### config.mk
export PLATFORM = sky130hd
export DESIGN_NAME = three_channel_distance_average_brake
export DESIGN_NICKNAME = d
export VERILOG_FILES = /design/src/sv/tcdab_pkg.sv /design/src/sv/tcdab_ram.sv /design/src/sv/tcdab_lane.sv /design/src/sv/tcdab_merge.sv /design/src/sv/three_channel_distance_average_brake.sv
export SDC_FILE = /design/constraint.sdc
export NUM_CORES = 1
export LEC_CHECK = 0
export ABC_AREA = 1
export BUFFER_PORTS_ARGS = -buffer_cell sky130_fd_sc_hd__buf_2
export CAP_MARGIN = 25
export CORE_MARGIN = 2
export CORE_UTILIZATION = 30
export CTS_BUF_LIST = sky130_fd_sc_hd__clkbuf_4
export DETAILED_ROUTE_END_ITERATION = 12
export PLACE_DENSITY_LB_ADDON = 0.08
export SETUP_SLACK_MARGIN = 0.1
export SLEW_MARGIN = 20
export SYNTH_ARGS = -nofsm -noshare
export SYNTH_HDL_FRONTEND = slang
export SYNTH_SLANG_ARGS = --single-unit
export TNS_END_PERCENT = 30
### constraint.sdc
create_clock -name clock -period 7.9 [get_ports clock]
set_input_delay 0.395 -clock clock [delete_from_list [all_inputs] [get_ports clock]]
set_output_delay 0.395 -clock clock [all_outputs]
set_load 0.1 [all_outputs]
### src/sv/tcdab_pkg.sv
`default_nettype none
package tcdab_pkg;

   localparam int DIST_W    = 12;
   localparam int NUM_LANES = 3;
   localparam int ZMASK_W   = 3;
   localparam int REQ_W     = 40;
   localparam int RSP_W     = 40;

   localparam int LANE_LEFT   = 0;
   localparam int LANE_RIGHT  = 1;
   localparam int LANE_MIDDLE = 2;

   localparam logic [DIST_W-1:0] EMERG_RESET = 12'd30;

   typedef logic [DIST_W-1:0] dist_type;

   // Per-request strobes shared by all lanes
   typedef struct packed {
      logic accept;
      logic first;
      logic use_seed;
      logic s1_adv;
      logic s2_adv;
   } lane_ctrl_type;

endpackage
`default_nettype wire

### src/sv/tcdab_ram.sv
`default_nettype none
module tcdab_ram #(
   parameter int WIDTH = 12,
   parameter int DEPTH = 8,
   localparam int ADDR_W = (DEPTH > 1) ? $clog2(DEPTH) : 1
) (
   input  wire logic              clock,
   input  wire logic              rd_en,
   input  wire logic              wr_en,
   input  wire logic [ADDR_W-1:0] addr,
   input  wire logic [WIDTH-1:0]  wr_data,
   output logic      [WIDTH-1:0]  rd_data
);

   logic [WIDTH-1:0] mem_ff [DEPTH];
   logic [WIDTH-1:0] rd_ff;

   // Read returns the old contents when the same address is written
   always_ff @(posedge clock) begin
      if (rd_en) begin
         rd_ff <= mem_ff[addr];
      end
      if (wr_en) begin
         mem_ff[addr] <= wr_data;
      end
   end

   assign rd_data = rd_ff;

endmodule
`default_nettype wire

### src/sv/tcdab_lane.sv
`default_nettype none
module tcdab_lane #(
   parameter int WINDOW_LEN  = 8,
   parameter int SAMPLE_BITS = 12,
   localparam int ADDR_W = (WINDOW_LEN > 1) ? $clog2(WINDOW_LEN) : 1
) (
   input  wire logic                     clock,
   input  wire logic                     reset,
   input  wire tcdab_pkg::lane_ctrl_type ctrl,
   input  wire logic [ADDR_W-1:0]        slot,
   input  wire tcdab_pkg::dist_type      sample_in,
   output tcdab_pkg::dist_type           mean,
   output logic                          zero
);

   localparam int RING_W  = (SAMPLE_BITS < tcdab_pkg::DIST_W) ? SAMPLE_BITS
                                                              : tcdab_pkg::DIST_W;
   localparam int LOG_W   = $clog2(WINDOW_LEN);
   localparam int SUM_W   = RING_W + LOG_W;
   localparam int SHIFT   = SUM_W + LOG_W;
   localparam int MAGIC_W = SHIFT + 1;
   localparam int PROD_W  = SUM_W + MAGIC_W;
   // ceil(2^SHIFT / WINDOW_LEN): exact quotient for every sum that fits SUM_W
   localparam longint MAGIC_L = ((longint'(1) << SHIFT) + longint'(WINDOW_LEN) - 1)
                                / longint'(WINDOW_LEN);
   localparam logic [MAGIC_W-1:0] MAGIC = MAGIC_W'(MAGIC_L);

   logic [RING_W-1:0] samp;
   logic [RING_W-1:0] ram_rd;
   logic [RING_W-1:0] old_samp;
   logic [RING_W-1:0] seed_ff;
   logic [RING_W-1:0] samp_s1_ff;
   logic              zero_s1_ff;
   logic              first_s1_ff;
   logic              seed_sel_s1_ff;
   logic [SUM_W-1:0]  sum_ff;
   logic [SUM_W-1:0]  sum_in;
   logic              zero_s2_ff;
   logic [PROD_W-1:0] prod_ff;
   logic [PROD_W-1:0] prod_in;
   logic              zero_s3_ff;

   assign samp = sample_in[RING_W-1:0];

   tcdab_ram #(
      .WIDTH (RING_W),
      .DEPTH (WINDOW_LEN)
   ) u_ring (
      .clock   (clock),
      .rd_en   (ctrl.accept),
      .wr_en   (ctrl.accept),
      .addr    (slot),
      .wr_data (samp),
      .rd_data (ram_rd)
   );

   // Slots not yet rewritten since the first request still hold its sample
   assign old_samp = seed_sel_s1_ff ? seed_ff : ram_rd;

   always_comb begin
      if (first_s1_ff) begin
         sum_in = SUM_W'(samp_s1_ff) * SUM_W'(WINDOW_LEN);
      end else begin
         sum_in = sum_ff - SUM_W'(old_samp) + SUM_W'(samp_s1_ff);
      end
   end

   assign prod_in = {{MAGIC_W{1'b0}}, sum_ff} * {{SUM_W{1'b0}}, MAGIC};

   always_ff @(posedge clock) begin
      if (reset) begin
         sum_ff <= '0;
      end else if (ctrl.s1_adv) begin
         sum_ff <= sum_in;
      end
   end

   always_ff @(posedge clock) begin
      if (ctrl.accept) begin
         samp_s1_ff     <= samp;
         zero_s1_ff     <= (samp == '0);
         first_s1_ff    <= ctrl.first;
         seed_sel_s1_ff <= ctrl.use_seed;
         if (ctrl.first) begin
            seed_ff <= samp;
         end
      end
      if (ctrl.s1_adv) begin
         zero_s2_ff <= zero_s1_ff;
      end
      if (ctrl.s2_adv) begin
         prod_ff    <= prod_in;
         zero_s3_ff <= zero_s2_ff;
      end
   end

   assign mean = tcdab_pkg::dist_type'(prod_ff[SHIFT +: RING_W]);
   assign zero = zero_s3_ff;

endmodule
`default_nettype wire

### src/sv/tcdab_merge.sv
`default_nettype none
module tcdab_merge (
   input  wire tcdab_pkg::dist_type [tcdab_pkg::NUM_LANES-1:0] mean_vec,
   input  wire logic [tcdab_pkg::NUM_LANES-1:0]                zero_vec,
   input  wire tcdab_pkg::dist_type                            emerg_dist,
   output logic [tcdab_pkg::RSP_W-1:0]                         rsp_word
);

   logic [tcdab_pkg::NUM_LANES-1:0] below;
   logic                            brake;

   always_comb begin
      for (int i = 0; i < tcdab_pkg::NUM_LANES; i++) begin
         below[i] = (mean_vec[i] < emerg_dist);
      end
   end

   assign brake    = |below;
   assign rsp_word = {zero_vec, brake, mean_vec};

endmodule
`default_nettype wire

### src/sv/three_channel_distance_average_brake.sv
// Three-channel distance averager with emergency brake request.
//
// Request channel (req_*): one request carries a distance sample for the
// left, right and middle sensor. Result channel (rsp_*): one result per
// request with each channel's truncated mean over its last WINDOW_LEN
// samples, a brake flag (any mean below emergency_distance) and a mask of
// channels whose new sample was zero. csr_wen/csr_wdata write
// emergency_distance; write it only while no request is in flight.
//
// Throughput: one request per cycle while the result channel does not stall,
// set by the running-sum update in each lane. A result passes the ring read,
// sum update, reciprocal multiply and merge stages, in that order.
//
// Reset clears the pipeline, the write slot and the sums and sets
// emergency_distance to 30; the first request afterwards seeds the whole
// window with its samples, so its means equal the samples.
// When the receiver stalls, the pipeline keeps filling behind the output
// register; req_tready drops only once all four stages hold results.
`default_nettype none
module three_channel_distance_average_brake #(
   parameter int WINDOW_LEN  = 8,
   parameter int SAMPLE_BITS = 12
) (
   input  wire logic                          clock,
   input  wire logic                          reset,
   input  wire logic                          req_tvalid,
   output logic                               req_tready,
   // [11:0] dist_left, [23:12] dist_right, [35:24] dist_middle, [39:36] zero
   input  wire logic [tcdab_pkg::REQ_W-1:0]   req_tdata,
   output logic                               rsp_tvalid,
   input  wire logic                          rsp_tready,
   // [11:0] mean_left, [23:12] mean_right, [35:24] mean_middle,
   // [36] brake_request, [39:37] zero_mask
   output logic [tcdab_pkg::RSP_W-1:0]        rsp_tdata,
   input  wire logic                          csr_wen,
   input  wire logic [tcdab_pkg::DIST_W-1:0]  csr_wdata
);

   localparam int ADDR_W = (WINDOW_LEN > 1) ? $clog2(WINDOW_LEN) : 1;
   localparam logic [ADDR_W-1:0] LAST_SLOT = ADDR_W'(WINDOW_LEN - 1);

   logic                          accept;
   logic                          s1_v_ff, s2_v_ff, s3_v_ff, out_v_ff;
   logic                          s1_v_in, s2_v_in, s3_v_in, out_v_in;
   logic                          out_free, s3_free, s2_free, s1_free;
   logic                          s1_adv, s2_adv, s3_adv;
   logic [ADDR_W-1:0]             slot_ff, slot_in;
   logic                          primed_ff, primed_in;
   logic                          wrapped_ff, wrapped_in;
   tcdab_pkg::dist_type           emerg_ff;
   tcdab_pkg::lane_ctrl_type      ctrl;
   tcdab_pkg::dist_type [tcdab_pkg::NUM_LANES-1:0] samples;
   tcdab_pkg::dist_type [tcdab_pkg::NUM_LANES-1:0] means;
   logic [tcdab_pkg::NUM_LANES-1:0]                zeros;
   logic [tcdab_pkg::RSP_W-1:0]   rsp_word;
   logic [tcdab_pkg::RSP_W-1:0]   rsp_data_ff;

   // Each stage moves on when the one after it is empty or moving
   assign out_free = !out_v_ff || rsp_tready;
   assign s3_adv   = s3_v_ff && out_free;
   assign s3_free  = !s3_v_ff || out_free;
   assign s2_adv   = s2_v_ff && s3_free;
   assign s2_free  = !s2_v_ff || s3_free;
   assign s1_adv   = s1_v_ff && s2_free;
   assign s1_free  = !s1_v_ff || s2_free;

   assign req_tready = s1_free;
   assign accept     = req_tvalid && req_tready;

   always_comb begin
      s1_v_in    = accept ? 1'b1 : (s1_adv ? 1'b0 : s1_v_ff);
      s2_v_in    = s1_adv ? 1'b1 : (s2_adv ? 1'b0 : s2_v_ff);
      s3_v_in    = s2_adv ? 1'b1 : (s3_adv ? 1'b0 : s3_v_ff);
      out_v_in   = s3_adv ? 1'b1 : (rsp_tready ? 1'b0 : out_v_ff);
      slot_in    = slot_ff;
      primed_in  = primed_ff;
      wrapped_in = wrapped_ff;
      if (accept) begin
         slot_in    = (slot_ff == LAST_SLOT) ? '0 : slot_ff + ADDR_W'(1);
         primed_in  = 1'b1;
         wrapped_in = wrapped_ff || (slot_ff == LAST_SLOT);
      end
   end

   always_ff @(posedge clock) begin
      if (reset) begin
         s1_v_ff    <= 1'b0;
         s2_v_ff    <= 1'b0;
         s3_v_ff    <= 1'b0;
         out_v_ff   <= 1'b0;
         slot_ff    <= '0;
         primed_ff  <= 1'b0;
         wrapped_ff <= 1'b0;
         emerg_ff   <= tcdab_pkg::EMERG_RESET;
      end else begin
         s1_v_ff    <= s1_v_in;
         s2_v_ff    <= s2_v_in;
         s3_v_ff    <= s3_v_in;
         out_v_ff   <= out_v_in;
         slot_ff    <= slot_in;
         primed_ff  <= primed_in;
         wrapped_ff <= wrapped_in;
         if (csr_wen) begin
            emerg_ff <= csr_wdata;
         end
      end
   end

   always_ff @(posedge clock) begin
      if (s3_adv) begin
         rsp_data_ff <= rsp_word;
      end
   end

   assign ctrl.accept   = accept;
   assign ctrl.first    = !primed_ff;
   assign ctrl.use_seed = !wrapped_ff;
   assign ctrl.s1_adv   = s1_adv;
   assign ctrl.s2_adv   = s2_adv;

   assign samples[tcdab_pkg::LANE_LEFT]   = req_tdata[11:0];
   assign samples[tcdab_pkg::LANE_RIGHT]  = req_tdata[23:12];
   assign samples[tcdab_pkg::LANE_MIDDLE] = req_tdata[35:24];

   for (genvar g = 0; g < tcdab_pkg::NUM_LANES; g++) begin : g_lane
      tcdab_lane #(
         .WINDOW_LEN  (WINDOW_LEN),
         .SAMPLE_BITS (SAMPLE_BITS)
      ) u_lane (
         .clock     (clock),
         .reset     (reset),
         .ctrl      (ctrl),
         .slot      (slot_ff),
         .sample_in (samples[g]),
         .mean      (means[g]),
         .zero      (zeros[g])
      );
   end

   tcdab_merge u_merge (
      .mean_vec   (means),
      .zero_vec   (zeros),
      .emerg_dist (emerg_ff),
      .rsp_word   (rsp_word)
   );

   assign rsp_tvalid = out_v_ff;
   assign rsp_tdata  = rsp_data_ff;

endmodule
`default_nettype wire

==> flow_results.xml, run 1 <==
<?xml version="1.0" encoding="UTF-8"?>
<metrics>
  <group name="logic_synthesis">
    <metric name="synthSimpleGateAreaFrac" unit="">0.106</metric>
    <metric name="yosys.area.top_type_share" unit="">0.601</metric>
    <metric name="synthesis.nets" unit="">2168</metric>
    <metric name="postSynthAreaPerCell" unit="um^2">12.1</metric>
    <metric name="synthCells" unit="">1995</metric>
    <metric name="synth-xor-area-share" unit="">0.00653</metric>
    <metric name="portion_of_the_post_synthesis_area_used_by_sequential_elements" unit="">0.656</metric>
    <metric name="synth_top_area_cell" unit="">edfxtp_1</metric>
    <metric name="post_synthesis_compound_gate_area_fraction" unit="">0.0789</metric>
    <metric name="synth.mux.area_fraction" unit="">0.0168</metric>
    <metric name="combinational_family_with_the_most_area_after_synthesis" unit="">simple AND/OR/NAND/NOR gates</metric>
    <metric name="netlist_top_cells_area" unit="">edfxtp_1 60%, nand2_1 6.1%, dfxtp_1 5.5%</metric>
    <metric name="post_synth_num_cell_types" unit="">41</metric>
    <metric name="mappedNetlistArea" unit="um^2">24100</metric>
    <metric name="yosys.area_share.adder" unit="">0.0713</metric>
    <metric name="synth_seq_cells" unit="">549</metric>
    <metric name="synth_warnings" unit="">0</metric>
  </group>
  <group name="worst_setup_path">
    <metric name="path_class" unit="">flop to flop</metric>
    <metric name="path_cells" unit="">buf_4 -&gt; mux2_2 -&gt; ha_1 -&gt; inv_1 -&gt; ha_1 -&gt; inv_1 -&gt; fa_1 -&gt; inv_1 -&gt; nand3_1 -&gt; nand3_1 -&gt; inv_1 -&gt; nor2_1 -&gt; nor3_1 -&gt; nand3b_1 -&gt; a21oi_1</metric>
    <metric name="critical_path.startpoint_type" unit="">flop</metric>
    <metric name="critical_path_peak_fanout" unit="">36</metric>
    <metric name="crit_path_max_incr_delay" unit="ns">0.43</metric>
    <metric name="critPathMostFrequentCell" unit="">inv_1</metric>
    <metric name="worst_ep_required_time" unit="ns">8.76</metric>
    <metric name="slowest_stage" unit="">buf_4</metric>
    <metric name="worstSetupEndpointType" unit="">flop</metric>
    <metric name="worst_ep_arrival_time" unit="ns">4.08</metric>
  </group>
  <group name="clocking">
    <metric name="clock_latency" unit="ns">0.99</metric>
    <metric name="htreeDepth" unit="">4</metric>
    <metric name="cts_max_path_buffers" unit="">3</metric>
    <metric name="numCtsBuffers" unit="">154</metric>
    <metric name="post_cts_resized" unit="">0</metric>
    <metric name="clkSinkCount" unit="">549</metric>
    <metric name="clkTransAtPathRegs" unit="ns">0.06</metric>
    <metric name="tritoncts" unit="">built</metric>
    <metric name="cts_root_buffer" unit="">clkbuf_4</metric>
  </group>
  <group name="detailed_routing">
    <metric name="avgRoutedWirePerCell" unit="um">18.9</metric>
    <metric name="remaining_drc_errors" unit="">0</metric>
    <metric name="via_count" unit="">15616</metric>
    <metric name="drt_iter0_markers" unit="">863</metric>
    <metric name="pre_repair_dr_iteration_count" unit="">8</metric>
    <metric name="ant_nets" unit="">0</metric>
    <metric name="routed_via_density" unit="">4.51</metric>
    <metric name="routed_wirelength" unit="um">65500</metric>
  </group>
  <group name="power_and_ir_drop">
    <metric name="power.share.switching" unit="">0.276</metric>
    <metric name="proportion_of_power_drawn_by_combinational_gates" unit="">0.141</metric>
    <metric name="power.internal" unit="mW">5.08</metric>
    <metric name="clkPwrFrac" unit="">0.382</metric>
    <metric name="power_per_cell_area" unit="nW/um^2">245</metric>
    <metric name="vdd_ir_drop_max" unit="V">0.000101</metric>
    <metric name="seqPwrFrac" unit="">0.478</metric>
    <metric name="cellLeakagePower" unit="nW">11.4</metric>
    <metric name="net-switching-power" unit="mW">1.93</metric>
  </group>
  <group name="final_layout">
    <metric name="final_nets" unit="">2459</metric>
    <metric name="area_growth_syn_to_layout" unit="%">18.7</metric>
    <metric name="finalInstanceArea" unit="um^2">28700</metric>
    <metric name="area.sequential" unit="um^2">15800</metric>
    <metric name="drive_above_1_share" unit="">0.194</metric>
    <metric name="area_used_by_multi_input_combinational_logic" unit="um^2">6820</metric>
    <metric name="final_core_utilization" unit="">0.358</metric>
    <metric name="final.fill_count" unit="">8041</metric>
  </group>
  <group name="die">
    <metric name="die_area" unit="um^2">82800</metric>
    <metric name="fp.dieW" unit="um">288</metric>
    <metric name="top_level_ports" unit="">99</metric>
    <metric name="floorplan.rows" unit="">104</metric>
    <metric name="initial_utilization" unit="">0.301</metric>
    <metric name="die_height" unit="um">288</metric>
    <metric name="core_region_area" unit="um^2">80200</metric>
  </group>
  <group name="timing">
    <metric name="tightest_slew" unit="ns">0.984</metric>
    <metric name="relSlewSlack" unit="">0.343</metric>
    <metric name="fin_hold_ws" unit="ns">0.290</metric>
    <metric name="final_period_minus_worst_setup_slack" unit="ns">3.22</metric>
    <metric name="layout_setup_ws" unit="ns">4.68</metric>
    <metric name="finalMaxSlewViolations" unit="">0</metric>
    <metric name="setup_tns" unit="ns">0</metric>
    <metric name="rsz0062_at_grt" unit="">no</metric>
    <metric name="finalHoldViolCount" unit="">0</metric>
    <metric name="final.setup_skew" unit="ns">0.0548</metric>
    <metric name="final_setup_vio_count" unit="">0</metric>
    <metric name="post-route-period-util" unit="">0.407</metric>
    <metric name="fmax" unit="GHz">0.311</metric>
  </group>
  <group name="job">
    <metric name="drv_cap" unit="">0</metric>
  </group>
  <group name="global_route">
    <metric name="grt_antenna_before_repair" unit="">5</metric>
    <metric name="grt_remaining_overflow" unit="">0</metric>
    <metric name="grtUsageTotal" unit="">0.162</metric>
    <metric name="grt_pass1_vias" unit="">16135</metric>
    <metric name="grt_pass1_wl" unit="um">99800</metric>
    <metric name="maximum_number_of_pins_on_one_net_before_global_route_repair" unit="">70</metric>
  </group>
  <group name="place">
    <metric name="port-buffer-count" unit="">94</metric>
    <metric name="dpl-instance-area" unit="um^2">25900</metric>
    <metric name="dp_hpwl" unit="um">41400</metric>
    <metric name="gpl.final_weighted_congestion" unit="">0.837</metric>
    <metric name="placement_setup_slack" unit="ns">4.66</metric>
  </group>
  <group name="min_path">
    <metric name="hold_path_class" unit="">input port to flop</metric>
  </group>
  <group name="outcome">
    <metric name="status" unit="">finished clean</metric>
  </group>
</metrics>
## registers in the layout, indices dropped and copies added (netlist names), 12 cells and up
register,cells
g_lane.u_lane.u_ring.mem_ff,288
g_lane.u_lane.sum_ff,45
rsp_tdata,40
g_lane.u_lane.prod_ff,36
g_lane.u_lane.samp_s1_ff,36
g_lane.u_lane.seed_ff,36
g_lane.u_lane.u_ring.rd_data,36
emerg_ff,12
## worst max-delay path, delay by kind of cell, from the launching register on
family / cells / cell delay [ns]
adders and majority gates: 3 / 0.89
muxes: 1 / 0.41
buffers and inverters: 5 / 0.75
and+or+nand+nor: 5 / 0.60
DFF: 1 / 0.32
AOI/OAI and AO/OA: 1 / 0.15
## cell type report
type | instances | share of cell area
Sequential cell | 549 | 0.552
Multi-Input combinational cell | 1064 | 0.238
Clock buffer | 234 | 0.0613
Timing Repair Buffer | 191 | 0.0501
Tap cell | 1060 | 0.0463
Inverter | 326 | 0.0427
Clock inverter | 39 | 0.00934
Antenna cell | 3 | 0.000262
## cell usage after synthesis (all sizes together)
| cell | count |
|---|---|
| nand2 | 394 |
| a211oi | 4 |
| fa | 36 |
| nand3b | 3 |
| a22oi | 39 |
| o31ai | 1 |
| nand4 | 40 |
| mux2 | 36 |
| nor3 | 6 |
| o211ai | 1 |
| xnor2 | 3 |
| dfxtp | 66 |
| buf | 36 |
| and3 | 3 |
| clkbuf | 20 |
| o21a | 3 |
| clkinv | 1 |
| nor4 | 9 |
| o22ai | 1 |
| or2 | 2 |
| inv | 325 |
| nor2 | 70 |
| xor2 | 15 |
| nand3 | 77 |
| o21ai | 53 |
| ha | 80 |
| a21oi | 145 |
| a22o | 15 |
| edfxtp | 483 |
| a221oi | 28 |
## power groups by stage
| stage | sequential (mW) | combinational (mW) | clock [mW] |
|---|---|---|---|
| detailed placement | 3.41 | 0.965 | 0 |
| CTS | 3.35 | 1.00 | 2.79 |
| global route | 3.36 | 1.13 | 2.95 |
| finish | 3.35 | 0.986 | 2.68 |
| floorplan | 3.42 | 0.643 | 0 |
| global placement | 3.41 | 0.958 | 0 |
## through the flow
stage          power (mW)  std cells
2_1_floorplan        4.06       1995
6_report             7.01       3466
5_1_grt              7.44       3466
4_1_cts              7.15       3462
3_3_place_gp         4.37       3114
3_5_place_dp         4.38       3117
## per-layer routing
metal  GRT usage  routed length (um)  share of wire  vias up
met5           0                  14        0.00021        -
met4      0.0488                1110          0.017        2
met3      0.0368                3010          0.046      104
met2       0.253               29400           0.45      365
met1       0.225               32000           0.49     7534
li1            -                   -              -     7611
## cell families after synthesis
| kind of cell | count (synthesis) |
|---|---|
| flip-flops | 549 |
| multiplexers | 36 |
| adder cells (fa/ha/maj) | 116 |
| buffers and inverters | 382 |
| XOR/XNOR | 18 |
| AND/OR/NAND/NOR | 604 |
| AO/OA/AOI/OAI | 290 |
## final timing paths
kind / from / end / slack, ns / depth (start not counted)
worst max-delay path: g_lane[2].u_lane.seed_sel_s1_ff / g_lane[1].u_lane.sum_ff[8] / 4.68 / 15
worst min-delay path: csr_wen / emerg_ff[4] / 0.29 / 3
worst max register to register: g_lane[2].u_lane.seed_sel_s1_ff / g_lane[1].u_lane.sum_ff[8] / 4.68 / 15
worst min register to register: g_lane[0].u_lane.zero / rsp_tdata[37] / 0.39 / 0
## placed cells by master, fill, tap and decap left out, types with 3 or more instances in the layout
master | Yosys | routed
o21a_1 | 3 | 3
nor2_1 | 68 | 58
xor2_1 | 15 | 15
ha_1 | 80 | 80
inv_6 | 0 | 3
nand2_1 | 391 | 390
nand3_1 | 74 | 74
diode_2 | 0 | 3
o21ai_0 | 46 | 46
bufinv_16 | 0 | 3
a22oi_1 | 39 | 39
clkinv_2 | 0 | 4
a211oi_1 | 4 | 4
xnor2_1 | 3 | 3
nor3_1 | 6 | 6
a221oi_2 | 26 | 26
mux2_2 | 36 | 36
nand3b_1 | 3 | 3
and3_1 | 3 | 3
a21oi_1 | 143 | 143
nand4_1 | 40 | 40
inv_1 | 315 | 312
clkinv_1 | 1 | 24
inv_2 | 10 | 14
nor4_1 | 9 | 9
nor2_4 | 0 | 10
fa_1 | 36 | 36
a22o_1 | 15 | 15
buf_4 | 6 | 21
edfxtp_1 | 483 | 483
clkinv_4 | 0 | 4
clkbuf_4 | 0 | 234
dlygate4sd3_1 | 0 | 72
buf_2 | 16 | 94
o21ai_1 | 7 | 7
buf_12 | 0 | 3
dfxtp_1 | 66 | 66
nand2_2 | 3 | 4
## what timing repair did
item	4_1_cts	5_1_grt
endpoints found under the setup margin	0	0
buffers inserted	0	0
hold buffers	72	0
hold endpoints to repair	403	0
(Power assumes the default switching activity.)
==> run 2, diff against run 1 <==
==> constraint.sdc (replaced) <==
create_clock -name clock -period 3.21 [get_ports clock]
set_input_delay 0.1605 -clock clock [delete_from_list [all_inputs] [get_ports clock]]
set_output_delay 0.1605 -clock clock [all_outputs]
set_load 0.1 [all_outputs]
==> run 2 against run 1 <==
Die area is the same. Cell count grew 1.7%. Combinational power grew to 2.5 times the previous value. Hold slack lost 0.16 ns. Via count grew 1.7%. Power grew 150%. Largest cell class unchanged. Highest routed layer is now met4.
==> flow_results.xml, run 2 (synthesis gave the netlist of run 1 again) <==
<?xml version="1.0" encoding="UTF-8"?>
<metrics>
  <group name="power_and_ir_drop">
    <metric name="vdd_ir_drop_max" unit="V">0.000284</metric>
    <metric name="cellLeakagePower" unit="nW">11.7</metric>
    <metric name="power_per_cell_area" unit="nW/um^2">591</metric>
  </group>
  <group name="global_route">
    <metric name="grt_use_met2" unit="">0.255</metric>
    <metric name="grt_antenna_before_repair" unit="">4</metric>
    <metric name="grtUsageMet1" unit="">0.226</metric>
    <metric name="grt_remaining_overflow" unit="">0</metric>
    <metric name="maximum_number_of_pins_on_one_net_before_global_route_repair" unit="">69</metric>
    <metric name="use_met3" unit="">0.0353</metric>
    <metric name="grt_pass1_wl" unit="um">99700</metric>
    <metric name="global_route.peak_usage_layer" unit="">met2</metric>
    <metric name="grtUsageTotal" unit="">0.163</metric>
    <metric name="grt_pass1_vias" unit="">16148</metric>
  </group>
  <group name="timing">
    <metric name="final.setup_skew" unit="ns">0.0574</metric>
    <metric name="post-route-period-util" unit="">0.929</metric>
    <metric name="rsz0062_at_grt" unit="">yes</metric>
    <metric name="finalMaxSlewViolations" unit="">0</metric>
    <metric name="final_setup_vio_count" unit="">0</metric>
    <metric name="layout_setup_ws" unit="ns">0.226</metric>
    <metric name="relSlewSlack" unit="">0.367</metric>
    <metric name="finalHoldViolCount" unit="">0</metric>
    <metric name="final_period_minus_worst_setup_slack" unit="ns">2.98</metric>
    <metric name="fmax" unit="GHz">0.335</metric>
    <metric name="tightest_slew" unit="ns">0.948</metric>
    <metric name="setup_tns" unit="ns">0</metric>
  </group>
  <group name="clocking">
    <metric name="cts_root_buffer" unit="">clkbuf_4</metric>
    <metric name="numCtsBuffers" unit="">157</metric>
    <metric name="htreeDepth" unit="">4</metric>
    <metric name="clkSinkCount" unit="">549</metric>
    <metric name="clkTransAtPathRegs" unit="ns">0.06</metric>
    <metric name="clock_latency" unit="ns">0.95</metric>
    <metric name="cts_max_path_buffers" unit="">3</metric>
    <metric name="tritoncts" unit="">built</metric>
  </group>
  <group name="worst_setup_path">
    <metric name="timing.reg2reg.setup_slack" unit="ns">0.23</metric>
    <metric name="crit_buf_inv" unit="">4</metric>
    <metric name="critical_path_peak_fanout" unit="">18</metric>
    <metric name="path_cells" unit="">buf_4 -&gt; clkbuf_16 -&gt; mux2_2 -&gt; fa_1 -&gt; inv_1 -&gt; ha_1 -&gt; nand2_1 -&gt; nor2_1 -&gt; inv_1 -&gt; nor2_1 -&gt; nand2_1 -&gt; nand3_1 -&gt; nand3_1 -&gt; nand2_1 -&gt; a21oi_1</metric>
    <metric name="critPathMostFrequentCell" unit="">nand2_1</metric>
    <metric name="worst_ep_arrival_time" unit="ns">3.80</metric>
    <metric name="worstSetupEndpointType" unit="">flop</metric>
    <metric name="crit_path_max_incr_delay" unit="ns">0.49</metric>
    <metric name="cp_top_family" unit="">adder cells</metric>
    <metric name="path_class" unit="">flop to flop</metric>
    <metric name="critical_path.startpoint_type" unit="">flop</metric>
    <metric name="worst_ep_required_time" unit="ns">4.02</metric>
    <metric name="slowest_stage" unit="">fa_1</metric>
  </group>
  <group name="final_layout">
    <metric name="largest-register" unit="">g_lane.u_lane.u_ring.mem_ff</metric>
    <metric name="final_core_utilization" unit="">0.365</metric>
    <metric name="drive_above_1_share" unit="">0.199</metric>
    <metric name="final.fill_count" unit="">7990</metric>
    <metric name="final_common_cell" unit="">edfxtp_1</metric>
    <metric name="flip_flop_count_of_the_largest_register_all_copies_and_words_added" unit="">288</metric>
    <metric name="mostFrequentLayoutCells" unit="">483 x edfxtp_1, 389 x nand2_1, 313 x inv_1</metric>
    <metric name="final_nets" unit="">2516</metric>
    <metric name="area.sequential" unit="um^2">15800</metric>
    <metric name="area_used_by_multi_input_combinational_logic" unit="um^2">6840</metric>
    <metric name="area_growth_syn_to_layout" unit="%">21.2</metric>
  </group>
  <group name="outcome">
    <metric name="status" unit="">finished clean</metric>
  </group>
  <group name="detailed_routing">
    <metric name="routed_via_density" unit="">4.50</metric>
    <metric name="drt_iter0_markers" unit="">942</metric>
    <metric name="routed_wirelength" unit="um">66600</metric>
    <metric name="ant_nets" unit="">0</metric>
    <metric name="via_count" unit="">15875</metric>
    <metric name="remaining_drc_errors" unit="">0</metric>
    <metric name="avgRoutedWirePerCell" unit="um">18.9</metric>
    <metric name="pre_repair_dr_iteration_count" unit="">8</metric>
  </group>
  <group name="die">
    <metric name="floorplan.rows" unit="">104</metric>
    <metric name="top_level_ports" unit="">99</metric>
    <metric name="core_region_area" unit="um^2">80200</metric>
    <metric name="fp.dieW" unit="um">288</metric>
    <metric name="initial_utilization" unit="">0.301</metric>
    <metric name="die_area" unit="um^2">82800</metric>
    <metric name="die_height" unit="um">288</metric>
  </group>
  <group name="job">
    <metric name="drv_cap" unit="">0</metric>
  </group>
  <group name="place">
    <metric name="dp_hpwl" unit="um">41900</metric>
    <metric name="gpl.final_weighted_congestion" unit="">0.815</metric>
    <metric name="port-buffer-count" unit="">94</metric>
    <metric name="placement_setup_slack" unit="ns">0.244</metric>
  </group>
  <group name="min_path">
    <metric name="hold_path_class" unit="">input port to flop</metric>
  </group>
</metrics>
==> run 2: cell count changes in the layout (fill, tap and decap cells not counted), moves of 2 or more <==
cell	delta
dlygate4sd3_1	+41
clkinv_1	-3
clkbuf_4	+2
buf_4	+10
inv_6	+3
inv_2	-3
clkinv_2	+4
nand3_1	-2
==> run 2: per-layer routing <==
layer | vias up | share of wire
met5 | - | 0
met4 | 0 | 0.018
met3 | 100 | 0.049
met2 | 363 | 0.45
met1 | 7686 | 0.48
li1 | 7726 | -
==> run 2: power breakdown <==
part / internal, mW / switching (mW)
combinational: 0.867 / 1.62
sequential: 8.12 / 0.129
clock: 3.53 / 3.01
total: 12.5 / 4.77
==> run 2: area by class of cell <==
class                      count  area share
clock inverter                40     0.00894
multi-input combinational   1064       0.234
inverter                     326      0.0419
tap                         1060      0.0453
timing repair buffer         245      0.0682
clock buffer                 236      0.0605
antenna                        4    0.000342
sequential                   549       0.541
==> run 2: stage by stage <==
stage,cells,cell area [um^2],power [mW],hold WS [ns]
global route,3522,29300,18.3,0.0538
detailed placement,3129,26000,10.8,0.413
global placement,3125,26000,10.8,0.402
finish,3524,29300,17.3,0.128
floorplan,1995,24200,10.0,0.259
CTS,3518,29200,17.6,0.000837
==> run 2: worst paths after layout <==
kind | cells past startpoint | end | start
hold / removal | 2 | g_lane[1].u_lane.u_ring.mem_ff[7][9] | req_tdata[21]
setup reg to reg | 15 | g_lane[1].u_lane.sum_ff[13] | g_lane[2].u_lane.seed_sel_s1_ff
hold reg to reg | 0 | rsp_tdata[38] | g_lane[1].u_lane.zero
setup / recovery | 15 | g_lane[1].u_lane.sum_ff[13] | g_lane[2].u_lane.seed_sel_s1_ff
==> run 2: repair_timing <==
item                                    CTS  global route
setup buffers                             0             1
endpoints found under the setup margin    0            11
hold endpoints to repair                462             0
hold buffers                            113             0
resized for setup                         0             2
